$ cat src/sv/delta_timer_event_queue_top_defines.svh
// Assertion macros used by the delta timer event queue top level.
`ifndef DELTA_TIMER_EVENT_QUEUE_TOP_DEFINES_SVH
`define DELTA_TIMER_EVENT_QUEUE_TOP_DEFINES_SVH
`ifndef NO_ASSERTIONS
`define DTEQ_ASSERT(name, clk, rst, prop, msg) \
  name: assert property (@(posedge clk) disable iff (rst) prop) else $error(msg);
`define DTEQ_ASSERT_RST(name, clk, prop, msg) \
  name: assert property (@(posedge clk) prop) else $error(msg);
`else
`define DTEQ_ASSERT(name, clk, rst, prop, msg)
`define DTEQ_ASSERT_RST(name, clk, prop, msg)
`endif
`endif

$ cat src/sv/dteq_pkg.sv
// Types and codes of the delta timer event queue.
package dteq_pkg;

  typedef logic [1:0] mode_t;
  typedef logic [1:0] status_t;

  localparam mode_t MODE_INSERT = 2'd0;
  localparam mode_t MODE_POP    = 2'd1;
  localparam mode_t MODE_REMOVE = 2'd2;

  localparam status_t STAT_OK    = 2'd0;
  localparam status_t STAT_EMPTY = 2'd1;
  localparam status_t STAT_FULL  = 2'd2;

  localparam int CountOutWidth = 7;

  typedef struct packed {
    logic [31:0] delta;
    logic [15:0] pid;
    logic [1:0]  kind;
    logic [7:0]  factor;
  } entry_t;

  typedef struct packed {
    logic   shift;
    logic   wr_en;
    entry_t wr_data;
  } chain_cmd_t;

  typedef enum logic [2:0] {
    ST_IDLE,
    ST_INS,
    ST_POP,
    ST_REM,
    ST_FIN
  } state_t;

endpackage

$ cat src/sv/dteq_if.sv
// Input and result channel interfaces of the delta timer event queue.
interface dteq_in_if;
  logic        valid;
  logic        ready;
  logic [1:0]  mode;
  logic [31:0] event_time;
  logic [15:0] pid;
  logic [1:0]  event_kind;
  logic [7:0]  factor;

  modport source (output valid, mode, event_time, pid, event_kind, factor, input ready);
  modport sink (input valid, mode, event_time, pid, event_kind, factor, output ready);
endinterface

interface dteq_out_if;
  logic        valid;
  logic        ready;
  logic [1:0]  status;
  logic [31:0] out_delta;
  logic [15:0] out_pid;
  logic [1:0]  out_kind;
  logic [7:0]  out_factor;
  logic [6:0]  removed_count;
  logic [6:0]  queue_size;

  modport source (output valid, status, out_delta, out_pid, out_kind, out_factor,
                  removed_count, queue_size, input ready);
  modport sink (input valid, status, out_delta, out_pid, out_kind, out_factor,
                removed_count, queue_size, output ready);
endinterface

$ cat src/sv/dteq_cell.sv
// One cell of the entry chain: holds one entry and loads from its neighbour or the write port.
module dteq_cell #(
  parameter int IW  = 6,
  parameter int IDX = 0
) (
  input  logic                clk,
  input  dteq_pkg::chain_cmd_t cmd,
  input  logic [IW-1:0]       wr_pos,
  input  dteq_pkg::entry_t    nbr,
  output dteq_pkg::entry_t    q
);
  import dteq_pkg::*;

  always_ff @(posedge clk) begin
    if (cmd.wr_en && (wr_pos == IW'(IDX))) begin
      q <= cmd.wr_data;
    end else if (cmd.shift) begin
      q <= nbr;
    end
  end

endmodule

$ cat src/sv/dteq_ctrl.sv
// Sequencer of the delta timer event queue: walks the chain and holds the result register.
module dteq_ctrl #(
  parameter int DEPTH = 64,
  parameter int CW    = 7,
  parameter int IW    = 6
) (
  input  logic                 clk,
  input  logic                 rst,
  dteq_in_if.sink              in_ch,
  dteq_out_if.source           out_ch,
  input  dteq_pkg::entry_t     head,
  output dteq_pkg::chain_cmd_t cmd,
  output logic [IW-1:0]        wr_pos,
  output logic [CW-1:0]        count
);
  import dteq_pkg::*;

  state_t        state, state_next;
  logic [CW-1:0] count_next;
  logic [CW-1:0] left, left_next;
  logic [CW-1:0] removed, removed_next;
  logic [31:0]   t, t_next;
  logic [31:0]   carry, carry_next;
  logic          found, found_next;
  logic [15:0]   key_pid, key_pid_next;
  entry_t        nent, nent_next;
  entry_t        res_pop, res_pop_next;
  status_t       res_status, res_status_next;
  logic          out_valid, out_valid_next;
  status_t       out_status, out_status_next;
  entry_t        out_ent, out_ent_next;
  logic [6:0]    out_removed, out_removed_next;
  logic [6:0]    out_size, out_size_next;
  logic [CW-1:0] wpos;
  logic [31:0]   sum;
  logic          accept;
  logic          out_free;

  assign in_ch.ready          = (state == ST_IDLE) && !rst;
  assign accept               = in_ch.valid && in_ch.ready;
  assign out_free             = !out_valid || out_ch.ready;
  assign wr_pos               = wpos[IW-1:0];
  assign sum                  = head.delta + carry;
  assign out_ch.valid         = out_valid;
  assign out_ch.status        = out_status;
  assign out_ch.out_delta     = out_ent.delta;
  assign out_ch.out_pid       = out_ent.pid;
  assign out_ch.out_kind      = out_ent.kind;
  assign out_ch.out_factor    = out_ent.factor;
  assign out_ch.removed_count = out_removed;
  assign out_ch.queue_size    = out_size;

  always_comb begin
    state_next       = state;
    count_next       = count;
    left_next        = left;
    removed_next     = removed;
    t_next           = t;
    carry_next       = carry;
    found_next       = found;
    key_pid_next     = key_pid;
    nent_next        = nent;
    res_pop_next     = res_pop;
    res_status_next  = res_status;
    out_valid_next   = out_valid && !out_ch.ready;
    out_status_next  = out_status;
    out_ent_next     = out_ent;
    out_removed_next = out_removed;
    out_size_next    = out_size;
    cmd              = '0;
    wpos             = count - 1'b1;
    case (state)
      ST_IDLE: begin
        if (accept) begin
          key_pid_next    = in_ch.pid;
          t_next          = in_ch.event_time;
          nent_next       = '{delta: in_ch.event_time, pid: in_ch.pid,
                              kind: in_ch.event_kind, factor: in_ch.factor};
          found_next      = 1'b0;
          left_next       = count;
          carry_next      = '0;
          removed_next    = '0;
          res_status_next = STAT_OK;
          res_pop_next    = '0;
          state_next      = ST_FIN;
          case (in_ch.mode)
            MODE_INSERT: begin
              if (count >= CW'(DEPTH)) begin
                res_status_next = STAT_FULL;
              end else begin
                state_next = ST_INS;
              end
            end
            MODE_POP: begin
              if (count == '0) begin
                res_status_next = STAT_EMPTY;
              end else begin
                state_next = ST_POP;
              end
            end
            MODE_REMOVE: begin
              if (count == '0) begin
                res_status_next = STAT_EMPTY;
              end else begin
                state_next = ST_REM;
              end
            end
            default: begin
              state_next = ST_FIN;
            end
          endcase
        end
      end
      ST_INS: begin
        if (left == '0) begin
          if (!found) begin
            wpos               = count;
            cmd.wr_en          = 1'b1;
            cmd.wr_data        = nent;
            cmd.wr_data.delta  = t;
            count_next         = count + 1'b1;
          end
          state_next = ST_FIN;
        end else if (!found && (head.delta <= t)) begin
          t_next      = t - head.delta;
          cmd.shift   = 1'b1;
          cmd.wr_en   = 1'b1;
          cmd.wr_data = head;
          left_next   = left - 1'b1;
        end else if (!found) begin
          wpos              = count;
          cmd.wr_en         = 1'b1;
          cmd.wr_data       = nent;
          cmd.wr_data.delta = t;
          count_next        = count + 1'b1;
          found_next        = 1'b1;
        end else begin
          cmd.shift         = 1'b1;
          cmd.wr_en         = 1'b1;
          cmd.wr_data       = head;
          cmd.wr_data.delta = head.delta - t;
          t_next            = '0;
          left_next         = left - 1'b1;
        end
      end
      ST_POP: begin
        res_pop_next = head;
        cmd.shift    = 1'b1;
        count_next   = count - 1'b1;
        state_next   = ST_FIN;
      end
      ST_REM: begin
        if (left == '0) begin
          state_next = ST_FIN;
        end else begin
          cmd.shift = 1'b1;
          left_next = left - 1'b1;
          if (head.pid == key_pid) begin
            count_next   = count - 1'b1;
            carry_next   = sum;
            removed_next = removed + 1'b1;
          end else begin
            cmd.wr_en         = 1'b1;
            cmd.wr_data       = head;
            cmd.wr_data.delta = sum;
            carry_next        = '0;
          end
        end
      end
      ST_FIN: begin
        if (out_free) begin
          out_valid_next   = 1'b1;
          out_status_next  = res_status;
          out_ent_next     = res_pop;
          out_removed_next = CountOutWidth'(removed);
          out_size_next    = CountOutWidth'(count);
          state_next       = ST_IDLE;
        end
      end
      default: begin
        state_next = ST_IDLE;
      end
    endcase
  end

  always_ff @(posedge clk) begin
    if (rst) begin
      state     <= ST_IDLE;
      count     <= '0;
      out_valid <= 1'b0;
    end else begin
      state     <= state_next;
      count     <= count_next;
      out_valid <= out_valid_next;
    end
    left        <= left_next;
    removed     <= removed_next;
    t           <= t_next;
    carry       <= carry_next;
    found       <= found_next;
    key_pid     <= key_pid_next;
    nent        <= nent_next;
    res_pop     <= res_pop_next;
    res_status  <= res_status_next;
    out_status  <= out_status_next;
    out_ent     <= out_ent_next;
    out_removed <= out_removed_next;
    out_size    <= out_size_next;
  end

endmodule

$ cat src/sv/delta_timer_event_queue_top.sv
// Top level of the delta timer event queue: a chain of entry cells and its sequencer.
//
//   channel  role    handshake      payload
//   in_ch    sink    valid / ready  mode, event_time, pid, event_kind, factor
//   out_ch   source  valid / ready  status, out_delta, out_pid, out_kind, out_factor,
//                                   removed_count, queue_size
//
// Insert and remove rotate the whole chain through its head, one entry a cycle, except in the
// step in which insert writes the new entry, which happens when it goes in front of an existing
// one or at the tail. Pop takes the head and shifts the chain once; a rejected, empty or unused
// operation goes straight to its result. The input is not ready while reset is high.
// Reset clears the entry count, the control state and the output valid flag only; the cells are never cleared.
// A new item is taken while a result still waits in the output register; the sequencer
// then holds its finished result until that register is free.
module delta_timer_event_queue_top #(
  parameter int DEPTH = 64
) (
  input logic        clk,
  input logic        rst,
  dteq_in_if.sink    in_ch,
  dteq_out_if.source out_ch
);
  import dteq_pkg::*;

  `include "delta_timer_event_queue_top_defines.svh"

  localparam int CW = $clog2(DEPTH + 1);
  localparam int IW = $clog2(DEPTH);

  chain_cmd_t    cmd;
  logic [IW-1:0] wr_pos;
  logic [CW-1:0] count;
  entry_t        cell_q [DEPTH];
  logic          in_take;

  assign in_take = in_ch.valid && in_ch.ready;

  dteq_ctrl #(
    .DEPTH (DEPTH),
    .CW    (CW),
    .IW    (IW)
  ) u_ctrl (
    .clk    (clk),
    .rst    (rst),
    .in_ch  (in_ch),
    .out_ch (out_ch),
    .head   (cell_q[0]),
    .cmd    (cmd),
    .wr_pos (wr_pos),
    .count  (count)
  );

  for (genvar i = 0; i < DEPTH; i++) begin : g_cell
    if (i == DEPTH - 1) begin : g_last
      dteq_cell #(
        .IW  (IW),
        .IDX (i)
      ) u_cell (
        .clk    (clk),
        .cmd    (cmd),
        .wr_pos (wr_pos),
        .nbr    (cell_q[i]),
        .q      (cell_q[i])
      );
    end else begin : g_mid
      dteq_cell #(
        .IW  (IW),
        .IDX (i)
      ) u_cell (
        .clk    (clk),
        .cmd    (cmd),
        .wr_pos (wr_pos),
        .nbr    (cell_q[i+1]),
        .q      (cell_q[i])
      );
    end
  end

  `DTEQ_ASSERT(a_count_range, clk, rst, count <= CW'(DEPTH), "entry count beyond depth")
  `DTEQ_ASSERT(a_busy_after_accept, clk, rst, in_take |=> !in_ch.ready, "item taken while busy")
  `DTEQ_ASSERT_RST(a_reset_empty, clk, rst |=> count == '0 && !out_ch.valid, "not empty after reset")

endmodule
$ cat src/flat_wrapper.sv
// flat-port wrapper written by rule: the top's interface ports become plain ports
module delta_timer_event_queue_top_flat import dteq_pkg::*;
#(
  parameter int DEPTH = 64
)
  (clk, rst, in_ch_valid, in_ch_mode, in_ch_event_time, in_ch_pid, in_ch_event_kind, in_ch_factor, in_ch_ready, out_ch_valid, out_ch_status, out_ch_out_delta, out_ch_out_pid, out_ch_out_kind, out_ch_out_factor, out_ch_removed_count, out_ch_queue_size, out_ch_ready);
  dteq_in_if in_ch_i ();
  dteq_out_if out_ch_i ();
  input logic clk;
  input logic rst;
  input wire logic [$bits(in_ch_i.valid)-1:0] in_ch_valid;
  input wire logic [$bits(in_ch_i.mode)-1:0] in_ch_mode;
  input wire logic [$bits(in_ch_i.event_time)-1:0] in_ch_event_time;
  input wire logic [$bits(in_ch_i.pid)-1:0] in_ch_pid;
  input wire logic [$bits(in_ch_i.event_kind)-1:0] in_ch_event_kind;
  input wire logic [$bits(in_ch_i.factor)-1:0] in_ch_factor;
  output wire logic [$bits(in_ch_i.ready)-1:0] in_ch_ready;
  output wire logic [$bits(out_ch_i.valid)-1:0] out_ch_valid;
  output wire logic [$bits(out_ch_i.status)-1:0] out_ch_status;
  output wire logic [$bits(out_ch_i.out_delta)-1:0] out_ch_out_delta;
  output wire logic [$bits(out_ch_i.out_pid)-1:0] out_ch_out_pid;
  output wire logic [$bits(out_ch_i.out_kind)-1:0] out_ch_out_kind;
  output wire logic [$bits(out_ch_i.out_factor)-1:0] out_ch_out_factor;
  output wire logic [$bits(out_ch_i.removed_count)-1:0] out_ch_removed_count;
  output wire logic [$bits(out_ch_i.queue_size)-1:0] out_ch_queue_size;
  input wire logic [$bits(out_ch_i.ready)-1:0] out_ch_ready;
  assign in_ch_i.valid = in_ch_valid;
  assign in_ch_i.mode = in_ch_mode;
  assign in_ch_i.event_time = in_ch_event_time;
  assign in_ch_i.pid = in_ch_pid;
  assign in_ch_i.event_kind = in_ch_event_kind;
  assign in_ch_i.factor = in_ch_factor;
  assign in_ch_ready = in_ch_i.ready;
  assign out_ch_valid = out_ch_i.valid;
  assign out_ch_status = out_ch_i.status;
  assign out_ch_out_delta = out_ch_i.out_delta;
  assign out_ch_out_pid = out_ch_i.out_pid;
  assign out_ch_out_kind = out_ch_i.out_kind;
  assign out_ch_out_factor = out_ch_i.out_factor;
  assign out_ch_removed_count = out_ch_i.removed_count;
  assign out_ch_queue_size = out_ch_i.queue_size;
  assign out_ch_i.ready = out_ch_ready;
  delta_timer_event_queue_top #(.DEPTH(DEPTH)) u_core (.clk(clk), .rst(rst), .in_ch(in_ch_i), .out_ch(out_ch_i));
endmodule
$ cat config.mk
export PLATFORM = sky130hd
export DESIGN_NAME = delta_timer_event_queue_top_flat
export DESIGN_NICKNAME = d
export VERILOG_FILES = /design/src/sv/dteq_pkg.sv /design/src/sv/dteq_if.sv /design/src/sv/dteq_cell.sv /design/src/sv/dteq_ctrl.sv /design/src/sv/delta_timer_event_queue_top.sv /design/src/flat_wrapper.sv
export VERILOG_INCLUDE_DIRS = /design/src /design/src/sv
export SDC_FILE = /design/constraint.sdc
export NUM_CORES = 2
export LEC_CHECK = 0
export BUFFER_PORTS_ARGS = -buffer_cell sky130_fd_sc_hd__buf_4
export CAP_MARGIN = 5
export CORE_ASPECT_RATIO = 0.75
export CORE_MARGIN = 1.5
export CORE_UTILIZATION = 40
export DETAILED_ROUTE_END_ITERATION = 16
export PLACE_DENSITY = 0.65
export SYNTH_ARGS = -nofsm -noshare
export SYNTH_HDL_FRONTEND = slang
export SYNTH_SLANG_ARGS = --single-unit
$ cat constraint.sdc
create_clock -name clk -period 13 [get_ports clk]
set_input_delay 2.6 -clock clk [delete_from_list [all_inputs] [get_ports clk]]
set_output_delay 2.6 -clock clk [all_outputs]
set_load 0.01 [all_outputs]
# Word-level counts from Yosys, hierarchy flattened
# Index checks and enable logic that the tools add are counted.
# classes
n_eq_ne,79
n_mux,184
reduce_logical,158
n_addsub,7
n_lt_le_gt_ge,2
# ops
op,n
$mux 58,128
$mux 32,7
$eq 6x6->1 const B,32
$mux 59,3
$reduce_bool 2->1,66
$pmux 32 s2,2
$mux 60,2
$pmux 59 s2,1
$pmux 58 s2,1
$eq 6x5->1 const B,16
$mux 7,13
$logic_and 1x1->1,68
$sub 32x32->32,2
$eq 6x4->1 const B,8
$pmux 7 s3,2
$add 32x32->32,1
$le 32x32->1,1
$eq 6x3->1 const B,4
$mux 6,4
$mux 3,6
$eq 16x16->1,1
$reduce_and 4->1,4
$add 7x1->7 const B,2
$logic_not 7->1,2
30 further kinds,54
# totals
regBits,3962
wordCells,709
input_bits,64
out_inout_bits,76

# Logic depth before layout (Yosys ltp)
# logic_depth
word_depth,8
mapped_depth,19
depth_no_buf,15

# Modules after synthesis
# From an unflattened synthesis, not the netlist that was laid out.
# hier_totals
hier_cells,9667
hier_area_um2,176005.1
# by_module_without_submodules
mod,area_per_inst_um2,seq_area_each_um2,n_inst,cells_each
dteq_cell at u_core.g_cell[19].g_mid.u_cell ...,2501.1,1741.7,12,125
dteq_cell at u_core.g_cell[11].g_mid.u_cell ...,2501.1,1741.7,8,126
dteq_cell at u_core.g_cell[17].g_mid.u_cell ...,2497.4,1741.7,8,125
dteq_cell at u_core.g_cell[23].g_mid.u_cell ...,2483.6,1741.7,8,126
dteq_ctrl,16299.4,7397.1,1,1633
dteq_cell at u_core.g_cell[10].g_mid.u_cell ...,2503.7,1741.7,4,126
dteq_cell at u_core.g_cell[53].g_mid.u_cell ...,2498.6,1741.7,4,125
dteq_cell at u_core.g_cell[49].g_mid.u_cell ...,2494.9,1741.7,4,125
dteq_cell at u_core.g_cell[55].g_mid.u_cell ...,2493.6,1741.7,4,126
dteq_cell at u_core.g_cell[16].g_mid.u_cell ...,2481.1,1741.7,3,125
dteq_cell at u_core.g_cell[51].g_mid.u_cell ...,2512.4,1741.7,2,127
dteq_cell at u_core.g_cell[12].g_mid.u_cell ...,2496.1,1741.7,2,126
dteq_cell at u_core.g_cell[31].g_mid.u_cell ...,2473.6,1741.7,2,126
dteq_cell at u_core.g_cell[63].g_last.u_cell,2513.7,1741.7,1,126
+2 rows,n/a,n/a,n/a,n/a

# Worst setup path after synthesis
# No wires, ideal clock.
# synth_timing
kind,register to register
start,reg u_core.g_cell[0].g_mid.u_cell.q[26] (netlist bit)
end,"reg u_core.g_cell[63].g_last.u_cell.q[0] (netlist bit), enable pin"
arrival_ns,12.018
setup_time_ns,0.784
path_buffers,1
synth_period_minus_slack_ns,12.802
path_slack_ns,0.198
t_required_ns,12.216
stages_incl_launch_ff,14
path_cell_list,edfxtp_1 > inv_1 > ha_1 > inv_1 > fa_1 > a211oi_1 > o21ai_1 > a31oi_2 > a21o_1 > nand4_2 > a211oi_2 > o21ai_2 > buf_4 > a2111oi_0
# synth_between
elab_chain_cells,7
# synth_rtl
element,line,source
start: declaration,dteq_cell.sv:10,output dteq_pkg::entry_t q
start signal: assignment,dteq_cell.sv:16,q <= cmd.wr_data;
start signal: assignment,dteq_cell.sv:18,q <= nbr;
$le 32x32->1,dteq_ctrl.sv:124,end else if (!found && (head.delta <= t)) begin
$logic_and 1x1->1,dteq_ctrl.sv:124,
$mux 6,dteq_ctrl.sv:124,
$mux 6,dteq_ctrl.sv:115,if (left == '0) begin
$mux 6,dteq_ctrl.sv:72,case (state)
$eq 6x6->1,dteq_cell.sv:15,if (cmd.wr_en && (wr_pos == IW'(IDX))) begin
$logic_and 1x1->1,dteq_cell.sv:15,
end signal: assignment,dteq_cell.sv:16,
end signal: assignment,dteq_cell.sv:18,
end: declaration,dteq_cell.sv:10,
# No other way between the ends.
# A chain may end at the register's enable or synchronous reset.

# Worst setup path in the final report
# layout_timing
start,reg u_core.u_ctrl.state[0]
end,"reg u_core.g_cell[35].g_mid.u_cell.q[53] (netlist bit), enable pin"
# layout_between
elab_chain_cells,5
word_cells_on_any_way,9
classes_between,4 x eq/ne; 3 x mux; 2 x reduce/logical
# layout_rtl
element,line,source
start: declaration,dteq_ctrl.sv:18,"state_t state, state_next;"
start signal: assignment,dteq_ctrl.sv:192,state <= state_next;
$eq 3x1->1,dteq_ctrl.sv:72,
$mux 6,dteq_ctrl.sv:72,
$eq 6x6->1,dteq_cell.sv:15,
$logic_and 1x1->1,dteq_cell.sv:15,
$reduce_bool 2->1 (no source line) (*),n/a,
end signal: assignment,dteq_cell.sv:16,
end signal: assignment,dteq_cell.sv:18,
end: declaration,dteq_cell.sv:10,
# Mark *: on every way between the ends. The rest lies on a longest branch, timed or not.

==> impl_results.md <==
- Outcome: completed
- Final Setup Violations: 0
- Most frequent CP cell: buf_4
- Slowest CP cell: buf_4
- Synth area leaders: edfxtp_1, a21oi_1, mux2_2, nor2_1, clkbuf_1
- Post-synth top area share: 0.6969
- #FFs+latches synth: 3962
- First-pass GRT wire length: 699000 µm
- RSZ-0062 raised after global routing: no
- Worst Min Path Start: u_core.u_ctrl.res_pop[9]$_SDFFCE_PN0P_
- CTS tree: built
- Fill count: 37910
- Initial Util: 0.4018
- Worst Setup SP: u_core.u_ctrl.state[0]$_SDFFE_PP0P_
- Die Footprint: 429500 µm²
- Hold-fix buffers, CTS: 0
- Asr flop ratio synth: 0
- FP Rows: 207
- Critical path data required time: 13570 ps
- Die height: 568.0 µm
- Highest clock rate: 121.1 MHz
- Total negative slack: 0 ps
- Sequential share of the synthesized area: 0.6982
- Area growth syn-to-layout: 10.71%
- CP peak stage delay: 650 ps
- R2r startpoint: u_core.u_ctrl.state[0]$_SDFFE_PP0P_
- Final Skew: 88.52 ps
- Fin crit period: 8259 ps
- Crit path DAT: 8830 ps
- Root Buffer: clkbuf_16
- DR vias/cell: 5.831
- Power per cell area: 203.5 nW/µm²
- Die W: 756.3 µm
- Setup slack, reg-to-reg: 4740 ps
- Mapped Area: 170200 µm²
- Fin nets: 12880
- GP Congestion: 0.8837
- Worst Setup EP: u_core.g_cell[35].g_mid.u_cell.q[53]$_DFFE_PP_
- Clock Tree Buf Depth: 4
- Cell Chain, Critical Path: buf_4, nor2b_1, nand2b_2, buf_4, inv_1, nand2_1, buf_4, a21oi_2, and3_1, or2_1, a22o_4, buf_4, buf_12, and2_2, buf_4, nand2b_2, buf_4
- Worst r2r path cells: 17
- Residual DRC: 0
- Drt wl/cell: 25.68 µm
- Port Buffers: 139
- Period utilization: 0.6353
- Primary FF master, synth: edfxtp_1
- Placed cells: 17970
- Crit. path cell count: 17
- Tot Pwr: 0.03835 W
- Worst path buffer plus inverter count: 8
- Non-filler instance count after layout: 18670
- WS Path Type: register to register
- Routed Antenna Nets: 0
- Core ar.: 423700 µm²
- Final slew viol count: 0
- CP delay by family, top: buffers and inverters
- Min-Delay Path Class: register to register
- Max-cap violations: 0
- Via count: 108900
- CTS HTree Levels: 5
- Post-layout util: 0.4448
- Iteration-0 DRC Markers: 14680
- R2R Path End: u_core.g_cell[35].g_mid.u_cell.q[53]$_DFFE_PP_
- Startpoint Class: register
- CTS buffer count: 382
- Hold Crit Depth: 0
- Post-CTS Setup Inserts: 0
- Crit. End Element: register
- I/O pin count: 140
- Yosys warnings: 0
- Avg Inst Size Synth: 12.95 µm²
- Mapped Nets: 13320
- Distinct cells, synth: 96
- CTS clk-pin slew, worst paths: 70 ps
- Synthesized instance count: 13150
- Static leakage: 61.94 nW
- Layout cells sized above 1: 0.1635
- Post-synth EDFFs: 3951
- Later-pin clock latency in the skew report: 1020 ps
- DRT Pass-1 Iters: 9
- Largest net degree at the start of global routing: 219
- Vias in the first global route: 101200
- Congestion Overflow GR: 0
- CTS Sinks: 3962
- Final WS setup: 4741 ps
- Worst-margin pin slew: 1275 ps
- Post_cts resized: 0
- Initial antenna violation count: 22
- Final Hold Viols: 0
- DP HPWL: 295200 µm
- Cell taking the most area after synthesis: edfxtp_1
- Worst Path Max Fanout: 218
- Detailed Route WL: 479500 µm
- Total track usage: 0.2154
- Relative slew slack: 0.1500
- Pre-CTS setup slack: 4923 ps
- VDD IR max: 136.4 µV
## worst min-delay path by stage
stage	endpoint	slack, ps
final	u_core.u_ctrl.out_ch.out_kind[1]$_DFFE_PP_	410
after CTS	u_core.u_ctrl.out_ch.out_kind[1]$_DFFE_PP_	420
after global placement	u_core.u_ctrl.out_ch.out_pid[3]$_DFFE_PP_	400
after floorplan	u_core.u_ctrl.out_ch.out_delta[0]$_DFFE_PP_	400
after detailed placement	u_core.u_ctrl.out_ch.out_delta[20]$_DFFE_PP_	410
after global routing	u_core.u_ctrl.out_ch.out_delta[26]$_DFFE_PP_	420
## sequential cells by signal, indices dropped and copies added (netlist names)
name / count
u_core.u_ctrl.found: 1
u_core.u_ctrl.t: 32
u_core.u_ctrl.nent: 26
u_core.u_ctrl.out_ch.out_factor: 8
u_core.u_ctrl.carry: 32
u_core.u_ctrl.count: 7
u_core.u_ctrl.res_status: 2
u_core.u_ctrl.out_ch.out_kind: 2
u_core.u_ctrl.removed: 7
u_core.u_ctrl.out_ch.out_pid: 16
u_core.u_ctrl.out_ch.out_delta: 32
u_core.u_ctrl.res_pop: 58
u_core.g_cell.g_last.u_cell.q: 58
u_core.u_ctrl.out_ch.valid: 1
u_core.u_ctrl.state: 3
u_core.u_ctrl.out_ch.removed_count: 7
u_core.u_ctrl.out_ch.queue_size: 7
u_core.g_cell.g_mid.u_cell.q: 3654
u_core.u_ctrl.out_ch.status: 2
u_core.u_ctrl.left: 7
## synth_stat cells, types with 19 or more instances
cell / instances
mux2_2: 871
a21oi_1: 3766
nor2_1: 2026
edfxtp_1: 3951
a22o_1: 29
xor2_1: 52
mux2_1: 29
a211oi_1: 20
nand2b_1: 65
buf_4: 147
a22oi_1: 28
nor2b_1: 19
buf_2: 340
nor3_1: 51
buf_1: 28
nand4_1: 20
nand2_1: 108
inv_1: 140
nand3_1: 23
a21o_1: 43
and2_1: 50
o21ai_0: 117
ha_1: 103
o21a_1: 27
clkbuf_1: 740
xnor2_1: 61
## routing by layer
metal	GRT usage	vias to the layer above	routed length [µm]
li1	-	47490	-
met1	0.3416	55080	218400
met2	0.2879	5718	191500
met3	0.06520	583	60050
met4	0.04251	10	9446
met5	0	-	50
## kinds of logic (layout without fill, tap and decap cells)
group | count (synthesis) | after routing | synth area share
AOI/OAI and AO/OA | 4181 | 4181 | 0.1302
DFF | 3962 | 3962 | 0.6982
and+or+nand+nor | 2463 | 2463 | 0.06036
buffers and inverters | 1418 | 1293 | 0.03762
muxes | 903 | 903 | 0.05988
xor gates and xnor gates | 113 | 113 | 0.005814
adders and majority gates | 106 | 106 | 0.007923
other | 0 | 7 | 0
## final cells by class
| type | instances | area, µm² | area share |
|---|---|---|---|
| clock buffer | 450 | 9921 | 0.05264 |
| clock inverter | 242 | 2450 | 0.01300 |
| timing repair buffer | 452 | 3435 | 0.01822 |
| inverter | 149 | 559.3 | 0.002968 |
| sequential | 3962 | 118900 | 0.6307 |
| antenna | 7 | 17.52 | 0.00009294 |
| multi-input combinational | 7766 | 46160 | 0.2449 |
| tap | 5643 | 7061 | 0.03746 |
## through the flow
stage / area [µm²] / hold WS, ps
5_1_grt: 188500 / 423.9
4_1_cts: 188400 / 417.2
3_3_place_gp: 176100 / 403.7
3_5_place_dp: 176100 / 405.4
2_1_floorplan: 170200 / 400.3
6_report: 188500 / 412.1
## cells in the final DEF, fill, tap and decap left out, types with 22 or more instances in the layout
cell type	synthesis	routed
clkinv_2	0	71
inv_1	140	140
a21o_1	43	43
o21ai_0	117	104
edfxtp_1	3951	3951
buf_4	147	448
nor2_4	1	31
a22o_1	29	28
nor2_1	2026	1998
clkinv_1	0	83
clkbuf_16	0	387
nor3_1	51	50
and2_1	50	48
a21oi_1	3766	3759
mux2_1	29	29
nand3_1	23	22
bufinv_16	0	36
nand2_1	108	108
a22oi_2	1	25
ha_1	103	103
nand2b_2	0	50
xnor2_1	61	61
clkbuf_1	740	63
xor2_1	52	52
mux2_2	871	871
## report_power, final
part / switching, W / leakage (nW) / internal (W)
logic: 0.00621 / 19.6 / 0.00207
registers: 0.000960 / 36.3 / 0.0179
clock network: 0.00502 / 6.01 / 0.00620
total: 0.0122 / 61.9 / 0.0262
No activity file was read; power rests on OpenSTA's default activity.
